**src/rtl/core/lesc_pkg.sv**
```systemverilog
// Shared types and constants for the expert slot cache.
// Used by the controller, the datapath and the top level; no dependencies.
`timescale 1ns / 1ps

package lesc_pkg;

  localparam int ID_BITS   = 8;
  localparam int TICK_BITS = 48;
  localparam int CNT_BITS  = 32;
  localparam int CAP_BITS  = 5;
  localparam int SLOT_BITS = 4;

  // Result status codes
  typedef enum logic [1:0] {
    ST_HIT        = 2'd0,
    ST_MISS_EMPTY = 2'd1,
    ST_EVICT      = 2'd2,
    ST_REPEAT     = 2'd3
  } status_e;

  // One tag store entry: owner id and last-use tick
  typedef struct packed {
    logic [ID_BITS-1:0]   owner;
    logic [TICK_BITS-1:0] tick;
  } entry_t;

  // Controller to datapath commands
  typedef struct packed {
    logic start;   // latch request, restart scan
    logic issue;   // read the next slot entry
    logic commit;  // apply the decision and load the result
  } ctl_cmd_t;

  // Datapath to controller status
  typedef struct packed {
    logic last_issue;  // the slot being read is the last active one
    logic out_free;    // result register can take a beat
  } dp_stat_t;

endpackage

```
**src/rtl/core/lesc_ctrl.sv**
```systemverilog
// Controller state machine for the expert slot cache.
// Depends on lesc_pkg for the command and status structs.
`timescale 1ns / 1ps

module lesc_ctrl
  import lesc_pkg::*;
(
  input  logic     clk_i,
  input  logic     rst_ni,
  input  logic     in_valid_i,
  output logic     in_stall_o,
  input  dp_stat_t stat_i,
  output ctl_cmd_t cmd_o
);

  localparam logic [1:0] S_IDLE   = 2'd0;
  localparam logic [1:0] S_SCAN   = 2'd1;
  localparam logic [1:0] S_FLUSH  = 2'd2;
  localparam logic [1:0] S_DECIDE = 2'd3;

  logic [1:0] state_q, state_d;

  // Take a request only between scans
  assign in_stall_o = (state_q != S_IDLE);

  // Next state and commands
  always_comb begin
    state_d      = state_q;
    cmd_o.start  = 1'b0;
    cmd_o.issue  = 1'b0;
    cmd_o.commit = 1'b0;
    unique case (state_q)
      S_IDLE: begin
        if (in_valid_i) begin
          cmd_o.start = 1'b1;
          state_d     = S_SCAN;
        end
      end
      S_SCAN: begin
        cmd_o.issue = 1'b1;
        if (stat_i.last_issue) begin
          state_d = S_FLUSH;
        end
      end
      S_FLUSH: begin
        state_d = S_DECIDE;
      end
      S_DECIDE: begin
        if (stat_i.out_free) begin
          cmd_o.commit = 1'b1;
          state_d      = S_IDLE;
        end
      end
      default: begin
        state_d = S_IDLE;
      end
    endcase
  end

  // State register
  always_ff @(posedge clk_i or negedge rst_ni) begin
    if (!rst_ni) begin
      state_q <= S_IDLE;
    end else begin
      state_q <= state_d;
    end
  end

endmodule

```
**src/rtl/core/lesc_dp.sv**
```systemverilog
// Datapath for the expert slot cache: tag/tick memory, slot scan, decision,
// counters, capacity register and result register. Depends on lesc_pkg.
`timescale 1ns / 1ps

module lesc_dp
  import lesc_pkg::*;
#(
  parameter int MAX_SLOTS = 16
) (
  input  logic                 clk_i,
  input  logic                 rst_ni,
  input  ctl_cmd_t             cmd_i,
  output dp_stat_t             stat_o,
  input  logic [ID_BITS-1:0]   expert_id_i,
  input  logic                 batch_start_i,
  input  logic                 cfg_valid_i,
  input  logic [CAP_BITS-1:0]  cfg_data_i,
  output logic                 out_valid_o,
  input  logic                 out_stall_i,
  output logic [SLOT_BITS-1:0] slot_o,
  output logic [1:0]           status_o,
  output logic [ID_BITS-1:0]   evicted_id_o,
  output logic [CNT_BITS-1:0]  hit_count_o,
  output logic [CNT_BITS-1:0]  miss_count_o
);

  localparam int IdxW = (MAX_SLOTS > 1) ? $clog2(MAX_SLOTS) : 1;
  localparam int CntW = $clog2(MAX_SLOTS + 1);

  // Active slot count, clamped at write time
  logic [CntW-1:0] n_q, n_wr;

  always_comb begin
    if (cfg_data_i == '0) begin
      n_wr = CntW'(1);
    end else if (32'(cfg_data_i) > MAX_SLOTS) begin
      n_wr = CntW'(MAX_SLOTS);
    end else begin
      n_wr = CntW'(cfg_data_i);
    end
  end

  always_ff @(posedge clk_i or negedge rst_ni) begin
    if (!rst_ni) begin
      n_q <= CntW'(MAX_SLOTS);
    end else if (cfg_valid_i) begin
      n_q <= n_wr;
    end
  end

  // Request latch
  logic [ID_BITS-1:0] id_q;

  always_ff @(posedge clk_i) begin
    if (cmd_i.start) begin
      id_q <= expert_id_i;
    end
  end

  // Scan address and read pipeline
  logic [IdxW-1:0] rd_idx_q, eval_idx_q;
  logic            eval_vld_q;
  entry_t          rd_q;
  entry_t          mem_q [MAX_SLOTS];

  assign stat_o.last_issue = ((CntW'(rd_idx_q) + CntW'(1)) == n_q);

  always_ff @(posedge clk_i or negedge rst_ni) begin
    if (!rst_ni) begin
      rd_idx_q   <= '0;
      eval_vld_q <= 1'b0;
    end else begin
      eval_vld_q <= cmd_i.issue;
      if (cmd_i.start) begin
        rd_idx_q <= '0;
      end else if (cmd_i.issue) begin
        rd_idx_q <= IdxW'(rd_idx_q + 1'b1);
      end
    end
  end

  always_ff @(posedge clk_i) begin
    if (cmd_i.issue) begin
      eval_idx_q <= rd_idx_q;
    end
  end

  // Per-slot valid and batch-seen marks
  logic [MAX_SLOTS-1:0] valid_q, seen_q;

  // Scan accumulators
  logic                 found_q, empty_q;
  logic [IdxW-1:0]      match_idx_q, empty_idx_q, min_idx_q;
  logic [TICK_BITS-1:0] min_tick_q;
  logic [ID_BITS-1:0]   min_owner_q;
  logic                 ev_valid, ev_match, ev_min;

  assign ev_valid = valid_q[eval_idx_q];
  assign ev_match = ev_valid && (rd_q.owner == id_q);
  assign ev_min   = (eval_idx_q == '0) || (rd_q.tick < min_tick_q);

  always_ff @(posedge clk_i or negedge rst_ni) begin
    if (!rst_ni) begin
      found_q <= 1'b0;
      empty_q <= 1'b0;
    end else if (cmd_i.start) begin
      found_q <= 1'b0;
      empty_q <= 1'b0;
    end else if (eval_vld_q) begin
      if (ev_match) begin
        found_q <= 1'b1;
      end
      if (!ev_valid) begin
        empty_q <= 1'b1;
      end
    end
  end

  // Keep first match, first empty and oldest tick
  always_ff @(posedge clk_i) begin
    if (eval_vld_q) begin
      if (ev_match && !found_q) begin
        match_idx_q <= eval_idx_q;
      end
      if (!ev_valid && !empty_q) begin
        empty_idx_q <= eval_idx_q;
      end
      if (ev_min) begin
        min_idx_q   <= eval_idx_q;
        min_tick_q  <= rd_q.tick;
        min_owner_q <= rd_q.owner;
      end
    end
  end

  // Decide hit, miss, eviction or repeat
  logic [IdxW-1:0]      pick;
  status_e              status;
  logic [ID_BITS-1:0]   evicted;
  logic                 upd, miss;
  logic [TICK_BITS-1:0] tick_q, tick_new;

  assign tick_new = tick_q + 1'b1;

  always_comb begin
    pick    = min_idx_q;
    status  = ST_EVICT;
    evicted = min_owner_q;
    upd     = 1'b1;
    miss    = 1'b1;
    if (found_q) begin
      pick    = match_idx_q;
      evicted = '0;
      miss    = 1'b0;
      if (seen_q[match_idx_q]) begin
        status = ST_REPEAT;
        upd    = 1'b0;
      end else begin
        status = ST_HIT;
      end
    end else if (empty_q) begin
      pick    = empty_idx_q;
      status  = ST_MISS_EMPTY;
      evicted = '0;
    end
  end

  // Tag memory: one write and one registered read per cycle
  always_ff @(posedge clk_i) begin
    if (cmd_i.commit && upd) begin
      mem_q[pick] <= '{owner: id_q, tick: tick_new};
    end
  end

  always_ff @(posedge clk_i) begin
    if (cmd_i.issue) begin
      rd_q <= mem_q[rd_idx_q];
    end
  end

  // Marks, tick and counters
  logic [CNT_BITS-1:0] hits_q, misses_q, hits_d, misses_d;

  always_comb begin
    hits_d   = hits_q;
    misses_d = misses_q;
    if (upd && !miss && (hits_q != '1)) begin
      hits_d = hits_q + 1'b1;
    end
    if (upd && miss && (misses_q != '1)) begin
      misses_d = misses_q + 1'b1;
    end
  end

  always_ff @(posedge clk_i or negedge rst_ni) begin
    if (!rst_ni) begin
      valid_q  <= '0;
      seen_q   <= '0;
      tick_q   <= '0;
      hits_q   <= '0;
      misses_q <= '0;
    end else if (cmd_i.start) begin
      if (batch_start_i) begin
        seen_q <= '0;
      end
    end else if (cmd_i.commit) begin
      hits_q   <= hits_d;
      misses_q <= misses_d;
      if (upd) begin
        valid_q[pick] <= 1'b1;
        seen_q[pick]  <= 1'b1;
        tick_q        <= tick_new;
      end
    end
  end

  // Result register
  logic out_valid_q;

  assign stat_o.out_free = !out_valid_q || !out_stall_i;
  assign out_valid_o     = out_valid_q;

  always_ff @(posedge clk_i or negedge rst_ni) begin
    if (!rst_ni) begin
      out_valid_q <= 1'b0;
    end else begin
      out_valid_q <= cmd_i.commit || (out_valid_q && out_stall_i);
    end
  end

  always_ff @(posedge clk_i) begin
    if (cmd_i.commit) begin
      slot_o       <= SLOT_BITS'(pick);
      status_o     <= status;
      evicted_id_o <= evicted;
      hit_count_o  <= hits_d;
      miss_count_o <= misses_d;
    end
  end

endmodule

```
**src/rtl/core/lru_expert_slot_cache.sv**
```systemverilog
// Expert slot cache top level: least recently used slot map for expert ids.
// Steps: accept, scan of the n active slots (capacity), flush, decide, result
// load; requests stall until then. The scan reads one tag/tick entry
// per cycle through the single read port of the tag memory.
// Reset: all slots empty, batch marks clear, tick and counters zero, capacity
// at MAX_SLOTS; no clearing pass, requests are taken right after reset.
`timescale 1ns / 1ps

module lru_expert_slot_cache
  import lesc_pkg::*;
#(
  parameter int MAX_SLOTS = 16
) (
  input  logic                 clk_i,
  input  logic                 rst_ni,
  input  logic                 cfg_valid_i,
  output logic                 cfg_ready_o,
  input  logic [CAP_BITS-1:0]  cfg_data_i,
  input  logic                 in_valid_i,
  output logic                 in_stall_o,
  input  logic [ID_BITS-1:0]   expert_id_i,
  input  logic                 batch_start_i,
  output logic                 out_valid_o,
  input  logic                 out_stall_i,
  output logic [SLOT_BITS-1:0] slot_o,
  output logic [1:0]           status_o,
  output logic [ID_BITS-1:0]   evicted_id_o,
  output logic [CNT_BITS-1:0]  hit_count_o,
  output logic [CNT_BITS-1:0]  miss_count_o
);

  ctl_cmd_t cmd;
  dp_stat_t stat;

  // Capacity writes land at once
  assign cfg_ready_o = 1'b1;

  lesc_ctrl u_ctrl (
    .clk_i      (clk_i),
    .rst_ni     (rst_ni),
    .in_valid_i (in_valid_i),
    .in_stall_o (in_stall_o),
    .stat_i     (stat),
    .cmd_o      (cmd)
  );

  lesc_dp #(
    .MAX_SLOTS (MAX_SLOTS)
  ) u_dp (
    .clk_i         (clk_i),
    .rst_ni        (rst_ni),
    .cmd_i         (cmd),
    .stat_o        (stat),
    .expert_id_i   (expert_id_i),
    .batch_start_i (batch_start_i),
    .cfg_valid_i   (cfg_valid_i && cfg_ready_o),
    .cfg_data_i    (cfg_data_i),
    .out_valid_o   (out_valid_o),
    .out_stall_i   (out_stall_i),
    .slot_o        (slot_o),
    .status_o      (status_o),
    .evicted_id_o  (evicted_id_o),
    .hit_count_o   (hit_count_o),
    .miss_count_o  (miss_count_o)
  );

endmodule
```
**config.mk**
```make
export PLATFORM = sky130hd
export DESIGN_NAME = lru_expert_slot_cache
export DESIGN_NICKNAME = d
export VERILOG_FILES = /design/src/rtl/core/lesc_pkg.sv /design/src/rtl/core/lesc_ctrl.sv /design/src/rtl/core/lesc_dp.sv /design/src/rtl/core/lru_expert_slot_cache.sv
export SDC_FILE = /design/constraint.sdc
export NUM_CORES = 1
export LEC_CHECK = 0
export BUFFER_PORTS_ARGS = -buffer_cell sky130_fd_sc_hd__buf_2
export CAP_MARGIN = 20
export CORE_AREA = 2 2 298 300
export CTS_BUF_LIST = sky130_fd_sc_hd__clkbuf_4
export CTS_CLUSTER_SIZE = 10
export DETAILED_ROUTE_END_ITERATION = 7
export DIE_AREA = 0 0 300 302
export GPL_ROUTABILITY_DRIVEN = 0
export GPL_TIMING_DRIVEN = 0
export PLACE_DENSITY = 0.83
export SLEW_MARGIN = 20
export SYNTH_ARGS = -nofsm -noshare
export SYNTH_HDL_FRONTEND = slang
export SYNTH_SLANG_ARGS = --single-unit
```
**constraint.sdc**
```tcl
create_clock -name clk_i -period 4.5 [get_ports clk_i]
set_clock_uncertainty 0.05 [all_clocks]
set_input_delay 0.45 -clock clk_i [delete_from_list [all_inputs] [get_ports clk_i]]
set_output_delay 0.45 -clock clk_i [all_outputs]
set_load 0.01 [all_outputs]
```
# Word-level counts from Yosys, hierarchy flattened
# Memories as Yosys holds them, arrays and structs flattened. A register that Yosys moved wholly into a read port is not among the register bits.
# Cells that the tools add are included.
classes:
  addsub: 5
  mul: 0
  div_mod_pow: 0
  order_cmp: 6
  eq_ne: 12
  shift: 0
  n_mux: 41
  bitwise: 3
  reduce_logical: 37
ops:
  columns: ["op", "count"]
  rows:
  - ["$add 32x1->32 const B", 2]
  - ["$mux 16", 4]
  - ["$mux 32", 2]
  - ["$ne 32x32->1 const B", 2]
  - ["$add 48x1->48 const B", 1]
  - ["$lt 48x48->1", 1]
  - ["$or 16x16->16", 2]
  - ["$mux 1", 19]
  - ["$mux 4", 4]
  - ["$lt 4x5->1 const B", 3]
  - ["$mux 2", 6]
  - ["$reduce_and 2->1", 6]
  - ["$reduce_bool 2->1", 6]
  - ["$logic_and 1x1->1", 10]
  - ["$mux 5", 2]
  - ["$ne 2x2->1 const B", 5]
  - ["$reduce_and 3->1", 3]
  - ["$bmux 1 s4", 2]
  - ["$eq 8x8->1", 1]
  - ["$pmux 2 s4", 1]
  - ["$add 4x1->5 const B", 1]
  - ["$eq 5x5->1", 1]
  - ["$gt 5x5->1 const B", 1]
  - ["$logic_not 1->1", 5]
  - ["11 further kinds", 14]
totals:
  register_bits: 317
  latch_bits: 0
  mem_bits_rw: 896
  rom_bits: 0
  in_bits: 19
  output_inout_bits: 81
  word_cells: 129
  memories: 1
memory_table:
  columns: ["name", "words", "width", "rd", "rd_ports_with_merged_regs", "wr", "line_no", "rtl"]
  rows:
  - ["u_dp.mem_q", 16, 56, 1, 1, 1, "lesc_dp.sv:64", "entry_t mem_q [MAX_SLOTS];"]

# Logic depth before layout (Yosys ltp)
# Gate-level depths: netlist (run 1).
logic_depth:
  depth_word: 10
  ltp_mapped: 10
  ltp_nobuf: 8

# Hierarchy
# A second synthesis (run 1) with hierarchy kept.
unflattened:
  hier_cells: 3059
  hier_area_um2: 51120.3
modules_own_cells:
  columns: ["mod", "n_inst", "cells_each", "area_each_um2", "seq_area_each_um2"]
  rows:
  - ["lesc_dp", 1, 3038, 50927.6, 37262.0]
  - ["lesc_ctrl", 1, 19, 181.4, 50.0]
  - ["lru_expert_slot_cache", 1, 2, 11.3, 0.0]

# Worst setup path before layout (run 1)
# Ideal clock, no wire load.
synth_timing:
  kind: "register to register"
  start: "register u_dp.match_idx_q[0]"
  end: "memory u_dp.mem_q[11][0] (netlist bit), enable pin"
  setup_time_ns: 0.470
  arrival_ns: 4.270
  required_ns: 3.980
  slack_ns: -0.291
  stages_incl_launch_ff: 9
  path_buffers: 2
  period_less_slack_ns: 4.791
  cell_sequence: "edfxtp_1 > buf_2 > mux4_2 > mux2i_1 > o22ai_1 > buf_2 > nor2_1 > nand2_1 > nor2_1"
synth_via:
  elab_chain_len: 7
  elab_cells_between_ends: 8
synth_rtl:
  columns: ["item", "line_no", "rtl"]
  rows:
  - ["start: declaration", "lesc_dp.sv:93", "logic [IdxW-1:0] match_idx_q, empty_idx_q, min_idx_q;"]
  - ["start signal: assignment", "lesc_dp.sv:123", "match_idx_q <= eval_idx_q;"]
  - ["$bmux 1 s4", "lesc_dp.sv:155", "if (seen_q[match_idx_q]) begin"]
  - ["$mux 1 (implied by the code)", "lesc_dp.sv:155", null]
  - ["$mux 1", "lesc_dp.sv:155", null]
  - ["$mux 1", "lesc_dp.sv:151", "if (found_q) begin"]
  - ["$logic_and 1x1->1", "lesc_dp.sv:170", "if (cmd_i.commit && upd) begin"]
  - ["$mux 1", "lesc_dp.sv:170", null]
  - ["$mux 1 (implied by the code)", "lesc_dp.sv:171", "mem_q[pick] <= '{owner: id_q, tick: tick_new};"]
  - ["end: declaration", "lesc_dp.sv:64", null]
# Several ways; a longest one is shown, not always the timed one. The select of a mux whose other input is x is not followed.

# Final worst setup path (run 1)
layout_timing:
  start: "register u_dp.match_idx_q[0]"
  end: "memory u_dp.mem_q[9][26] (netlist bit), enable pin"
# Same word-level chain as after synthesis.

==> results of run 1 <==
==> path summary, 6_finish.rpt <==
path	from	to	slack [ns]
hold / removal	expert_id_i[3]	u_dp.id_q[3]	0.08
min in group asynchronous	rst_ni	u_dp.seen_q[8]	0.39
hold reg to reg	u_dp.rd_q[4]	u_dp.min_tick_q[4]	0.39
setup / recovery	u_dp.match_idx_q[0]	u_dp.mem_q[9][26]	0.13
max in group asynchronous	rst_ni	u_dp.tick_q[41]	3.47
setup reg to reg	u_dp.match_idx_q[0]	u_dp.mem_q[9][26]	0.13
==> cells in the mapped netlist, types with 3 or more instances <==
| cell type | count |
|---|---|
| edfxtp_1 | 1110 |
| nand2_1 | 193 |
| mux2i_1 | 176 |
| dfrtp_1 | 158 |
| o21ai_0 | 138 |
| nor2_1 | 130 |
| mux4_2 | 121 |
| xor2_1 | 119 |
| xnor2_1 | 107 |
| clkbuf_1 | 80 |
| a21oi_1 | 78 |
| inv_1 | 72 |
| mux2_2 | 63 |
| nand3_1 | 62 |
| a221oi_1 | 59 |
| a22oi_1 | 57 |
| ha_1 | 56 |
| nor3_1 | 45 |
| nand4_1 | 37 |
| buf_2 | 29 |
| buf_1 | 21 |
| a21o_1 | 16 |
| and4_1 | 16 |
| and3_1 | 15 |
| nor4_1 | 15 |
| a22o_1 | 11 |
| and2_1 | 10 |
| nand2b_1 | 7 |
| or3_1 | 7 |
| nor2b_1 | 4 |
| nor4_2 | 4 |
| o21a_1 | 4 |
| a2111oi_0 | 3 |
| buf_4 | 3 |
| nand3b_1 | 3 |
| o211ai_1 | 3 |
==> flip-flops by register name, summed over array words and instances (netlist names), 32 cells and up <==
signal,count
u_dp.mem_q,896
u_dp.hit_count_o,32
u_dp.hits_q,32
u_dp.misses_q,32
u_dp.rd_q,56
u_dp.tick_q,48
u_dp.miss_count_o,32
u_dp.min_tick_q,48
==> cell usage in the layout, fill, tap and decap left out, drive strengths merged, types with 3 or more instances in the layout <==
cell type and count:
edfxtp 1110, clkbuf 562, buf 199, nand2 193, mux2i 176, dfrtp 158
o21ai 138, nor2 134, mux4 121, xor2 119, xnor2 107, inv 79
a21oi 78, mux2 63, nand3 63, a221oi 59, a22oi 57, ha 56
clkinv 55, nor3 48, nand4 39, dlygate4sd3 27, nor4 19, and4 16
a21o 16, and3 15, a22o 11, and2 11, diode 7, nand2b 7
or3 7, o21a 4, nor2b 4, o211ai 3, nand3b 3, a2111oi 3
==> kinds of logic (layout without fill, tap and decap cells) <==
family / after synthesis / count (layout) / synth area share [%]
AO/OA/AOI/OAI: 383 / 383 / 4.788
XOR/XNOR: 226 / 226 / 3.867
adder cells (fa/ha/maj): 56 / 56 / 1.369
buffers and inverters: 205 / 924 / 1.596
flip-flops: 1269 / 1269 / 72.89
multiplexers: 360 / 360 / 10.15
other: 1 / 8 / 0.007325
AND/OR/NAND/NOR: 566 / 566 / 5.338
==> worst max-delay path, stage by stage, from the launching register on <==
cell and delay, ns:
edfxtp_1 0.33, buf_2 0.20, mux4_2 0.52, mux2i_1 0.44, o22ai_1 0.35, buf_2 0.38, nor2_1 0.30, nand2_1 0.38
nor2_4 0.56, buf_12 0.25, buf_12 0.20
==> power by group <==
part           internal [mW]  switching [mW]  leakage (nW)
sequential              15.1           0.687          11.9
combinational           3.10            5.81          7.01
clock                   4.89            4.52          2.33
total                   23.0            11.0          21.2
==> layout make-up <==
type,instances,area (sq um)
diodes,7,17.52
plain buffers,133,560.5
clock buffers,473,3551
clock inverters,64,301.5
fillers,5394,28690
inverters,72,272.8
multi-input cells,1592,13480
flip-flops and latches,1269,37310
well taps,1165,1458
repair buffers,182,1914
==> routing by layer <==
layer | up-vias | global-route usage [%] | share of wire [%]
met5 | - | 0 | 0
met4 | 0 | 15.07 | 4.1
met3 | 387 | 6.629 | 11
met2 | 2323 | 44.17 | 48
met1 | 15290 | 35.59 | 36
li1 | 13060 | - | -
==> metrics by stage <==
stage          hold slack (ns)  total power [mW]  utilization (%)
6_report               0.07547             34.05            67.23
5_1_grt                0.02328             35.34            67.23
4_1_cts               0.006810             33.86            66.83
3_5_place_dp            0.3894             24.48            62.08
3_3_place_gp            0.3804             23.59            60.69
2_1_floorplan           0.1044             21.12                -
==> repair_timing <==
action	in CTS	in global routing
hold endpoints to repair	194	0
gates resized for setup	0	1
setup endpoints to repair	9	27
setup buffers	1	8
cloned	0	0
hold buffers	28	0
pin swaps	1	1
==> metrics.yaml, run 1 <==
postRouteAntennaNets: 0
wirelength_um: 127100
leakagePower_nw: 21.22
drtPass1Iterations: 6
worst_hold_path_type: "input port to register"
worstSetupPathType: "register to register"
num_rows: 109
post-route-period-util_pct: 97.14
die-area_sq_um: 90600
ir_drop_uv: 556.9
routedWlPerCell_um: 25.63
die_width_um: 300
grtUsageTotal_pct: 27.70
cts_tree: "built"
via_count: 31060
layout-drive-gt1-share_pct: 24.91
cts_root_buf: "clkbuf_4"
setup_viol: 0
avgSynthCellArea_sq_um: 16.70
cp_data_arrival_time_ns: 5.10
ios: 100
seq_area_frac_synth_pct: 72.89
crit_fanout: 18
fmax_mhz: 228.8
cts.htree.levels: 5
drc: 0
grt_max_degree: 82
grt_pass1_wl_um: 186800
instances_no_fill: 4957
max_cap_viol_count: 0
netlist.area_leader.share_pct: 65.11
critPathLaunchType: "register"
place.port_buffers: 97
insertion_delay_ns: 1.16
synthTopCellsByArea: "edfxtp_1, dfrtp_1, mux4_2, mux2i_1, xor2_1"
ys.flop_type: "edfxtp_1"
clock_path_buffers: 4
hpwl_um: 78480
postLayoutCellArea_sq_um: 58870
period_minus_slack_ns: 4.371
outcome: "completed"
powerDensity_nw_per_um2: 578.5
vias_per_cell: 6.266
syn-num-nets: 3141
place_inst: 4375
setup_tns_ns: 0
hold_violations: 0
required_ns: 5.23
end_kind: "register"
ys_warn_count: 0
antenna_found_initial: 2
yosys.area.top_type: "edfxtp_1"
core_area_sq_um: 87560
cts.sinks: 1269
dp_slack_ns: 0.05896
slew_headroom_pct: 10.69
drtIter0Drc: 4111
synth-edff-count: 1110
synth_cells: 3066
rsz0062_at_grt: "no"
yosys.cell_types.count: 62
async_flop_share_pct: 12.53
area_growth_pct: 14.99
nets: 3643
worst_slew_pin_slew_ns: 1.340
synth_area_sq_um: 51190
slew_violations: 0
path_clk_slew_ns: 0.07
timing.final.ws_setup_ns: 0.1289
die_h_um: 302
hold_depth: 2
post_dp_cell_area_sq_um: 54350
r2r_cells: 10
ys_seq_elements: 1269
globalRouteOverflowTotal: 0
numCtsBuffers: 318
start_util_pct: 58.47
grt_pass1_vias: 31510
(Power assumes the default switching activity.)
==> inputs of run 2 (changes only) <==
--- a/config.mk
+++ b/config.mk
@@ -15,6 +15,7 @@
 export GPL_ROUTABILITY_DRIVEN = 0
 export GPL_TIMING_DRIVEN = 0
 export PLACE_DENSITY = 0.83
+export RECOVER_POWER = 100
 export SLEW_MARGIN = 20
 export SYNTH_ARGS = -nofsm -noshare
 export SYNTH_HDL_FRONTEND = slang
==> run 2 against run 1 <==
Against the previous run: the run now ends with capacitance limit, slew limit left; routed wire length about the same; critical endpoint is now u_dp.mem_q[3][34]; global-route usage unchanged; sequential power hardly changed; setup slack better by 0.0048 ns; hold slack worse by 0.018 ns; combinational power decreased by 3.0%; via count up 0.31%; first-iteration DRC count increased by 0.73%; critical path depth is the same; register-to-register slack is essentially flat; design area is 1.5% lower; flip-flop and latch count unchanged.
==> metrics.yaml, run 2 (same netlist as run 1, synthesis figures left out) <==
cp_slowest_cell: "mux4_2"
rsz0062_at_grt: "no"
reg.largest.list: "u_dp.mem_q: 896 flops, u_dp.rd_q: 56 flops"
worst_hold_path_type: "input port to register"
holdWs_ns: 0.05796
place.port_buffers: 97
die-area_sq_um: 90600
worstSetupPathType: "register to register"
critical_path.max_stage_delay_ns: 0.52
nets: 3643
die_h_um: 302
final_cell_mix: "edfxtp_1, clkbuf_4, nand2_1"
cts_tree: "built"
n_fill_cell: 5613
start_util_pct: 58.47
powerDensity_nw_per_um2: 583.8
r2r_slack_ns: 0.13
hpwl_um: 78480
path_clk_slew_ns: 0.07
required_ns: 5.21
num_rows: 109
cts.sinks: 1269
core_area_sq_um: 87560
area_growth_pct: 13.22
cts_root_buf: "clkbuf_4"
final_common_cell: "edfxtp_1"
setup_viol: 0
setup_tns_ns: 0
path_cells: "buf_2 -> mux4_2 -> mux2i_1 -> o22ai_1 -> buf_2 -> nor2_1 -> nand2_1 -> nor2_4 -> buf_12 -> clkbuf_4"
hold_violations: 0
postLayoutCellArea_sq_um: 57960
layout-drive-gt1-share_pct: 20.82
grt_pass1_wl_um: 186800
worst_slew_pin_slew_ns: 2.353
instances_no_fill: 4961
end_kind: "register"
dp_slack_ns: 0.05896
clock_path_buffers: 4
ios: 100
globalRouteOverflowTotal: 0
period_minus_slack_ns: 4.366
grt_pass1_vias: 31510
crit_fanout: 17
failed_checks: "capacitance limit, slew limit"
critPathLaunchType: "register"
cp_data_arrival_time_ns: 5.07
outcome: "complete, but fails checks"
antenna_found_initial: 2
leakagePower_nw: 20.60
via_count: 31160
max_cap_viol_count: 4
largest_register_ffs: 896
slew_headroom_pct: -56.86
grtUsageTotal_pct: 27.70
drc: 0
slew_violations: 211
drtPass1Iterations: 6
place_inst: 4375
cp_top_family: "buffers and inverters"
vias_per_cell: 6.280
cts.htree.levels: 5
cp_num_buf_inv: 4
routedWlPerCell_um: 25.62
postRouteAntennaNets: 0
path_common_cell: "buf_2"
drtIter0Drc: 4141
timing.final.ws_setup_ns: 0.1337
grt_max_degree: 82
post-route-period-util_pct: 97.03
insertion_delay_ns: 1.18
ir_drop_uv: 498.2
wirelength_um: 127100
die_width_um: 300
numCtsBuffers: 318
fmax_mhz: 229.0
post_dp_cell_area_sq_um: 54350
largest_register: "u_dp.mem_q"
run 2: changes by cell type in the layout (fill, tap and decap cells not counted), sizes merged:
cell,before,now
buf,199,80
clkbuf,562,681
clkinvlp,0,1
diode,7,11
inv,79,78
run 2: final timing paths:
kind | start | to | depth (start not counted)
hold reg to reg | u_dp.rd_q[2] | u_dp.min_tick_q[2] | 0
min in group asynchronous | rst_ni | u_dp.seen_q[8] | 4
setup reg to reg | u_dp.match_idx_q[0] | u_dp.mem_q[3][34] | 10
setup / recovery | u_dp.match_idx_q[0] | u_dp.mem_q[3][34] | 10
hold / removal | expert_id_i[3] | u_dp.id_q[3] | 2
max in group asynchronous | rst_ni | u_dp.tick_q[35] | 4
run 2: final cells by class:
class	instances	area (sq um)	share of cell area, %
multi-input combinational	1592	13110	22.62
timing repair buffer	182	1388	2.394
clock inverter	64	301.5	0.5203
inverter	72	271.5	0.4684
sequential	1269	37310	64.38
buffer	133	541.8	0.9347
clock buffer	473	3551	6.127
antenna	11	27.53	0.04749
tap	1165	1458	2.515
run 2: stage by stage:
step	total power, mW	utilization [%]
floorplan	21.12	-
CTS	33.86	66.83
global route	35.10	66.20
finish	33.83	66.20
detailed placement	24.48	62.08
global placement	23.59	60.69
run 2: timing repair:
action / in CTS / in global routing
setup buffers: 1 / 8
gates resized for setup: 0 / 1
pin swaps: 1 / 1
setup endpoints to repair: 9 / 27
endpoints found under the hold margin: 194 / 0
hold buffers: 28 / 0
run 2: routing by layer:
layer / vias to the layer above / wire, um / global-route usage [%] / share of wire, %
li1: 13060 / - / - / -
met2: 2388 / 61150 / 44.17 / 48
met1: 15280 / 45770 / 35.59 / 36
met3: 422 / 14700 / 6.629 / 12
met5: - / 0 / 0 / 0
met4: 0 / 5498 / 15.07 / 4.3
run 2: power breakdown:
group / total, mW / internal, mW / switching, mW / leakage (nW)
clock: 9.43 / 4.89 / 4.54 / 2.33
sequential: 15.8 / 15.1 / 0.691 / 11.9
combinational: 8.64 / 2.88 / 5.76 / 6.39
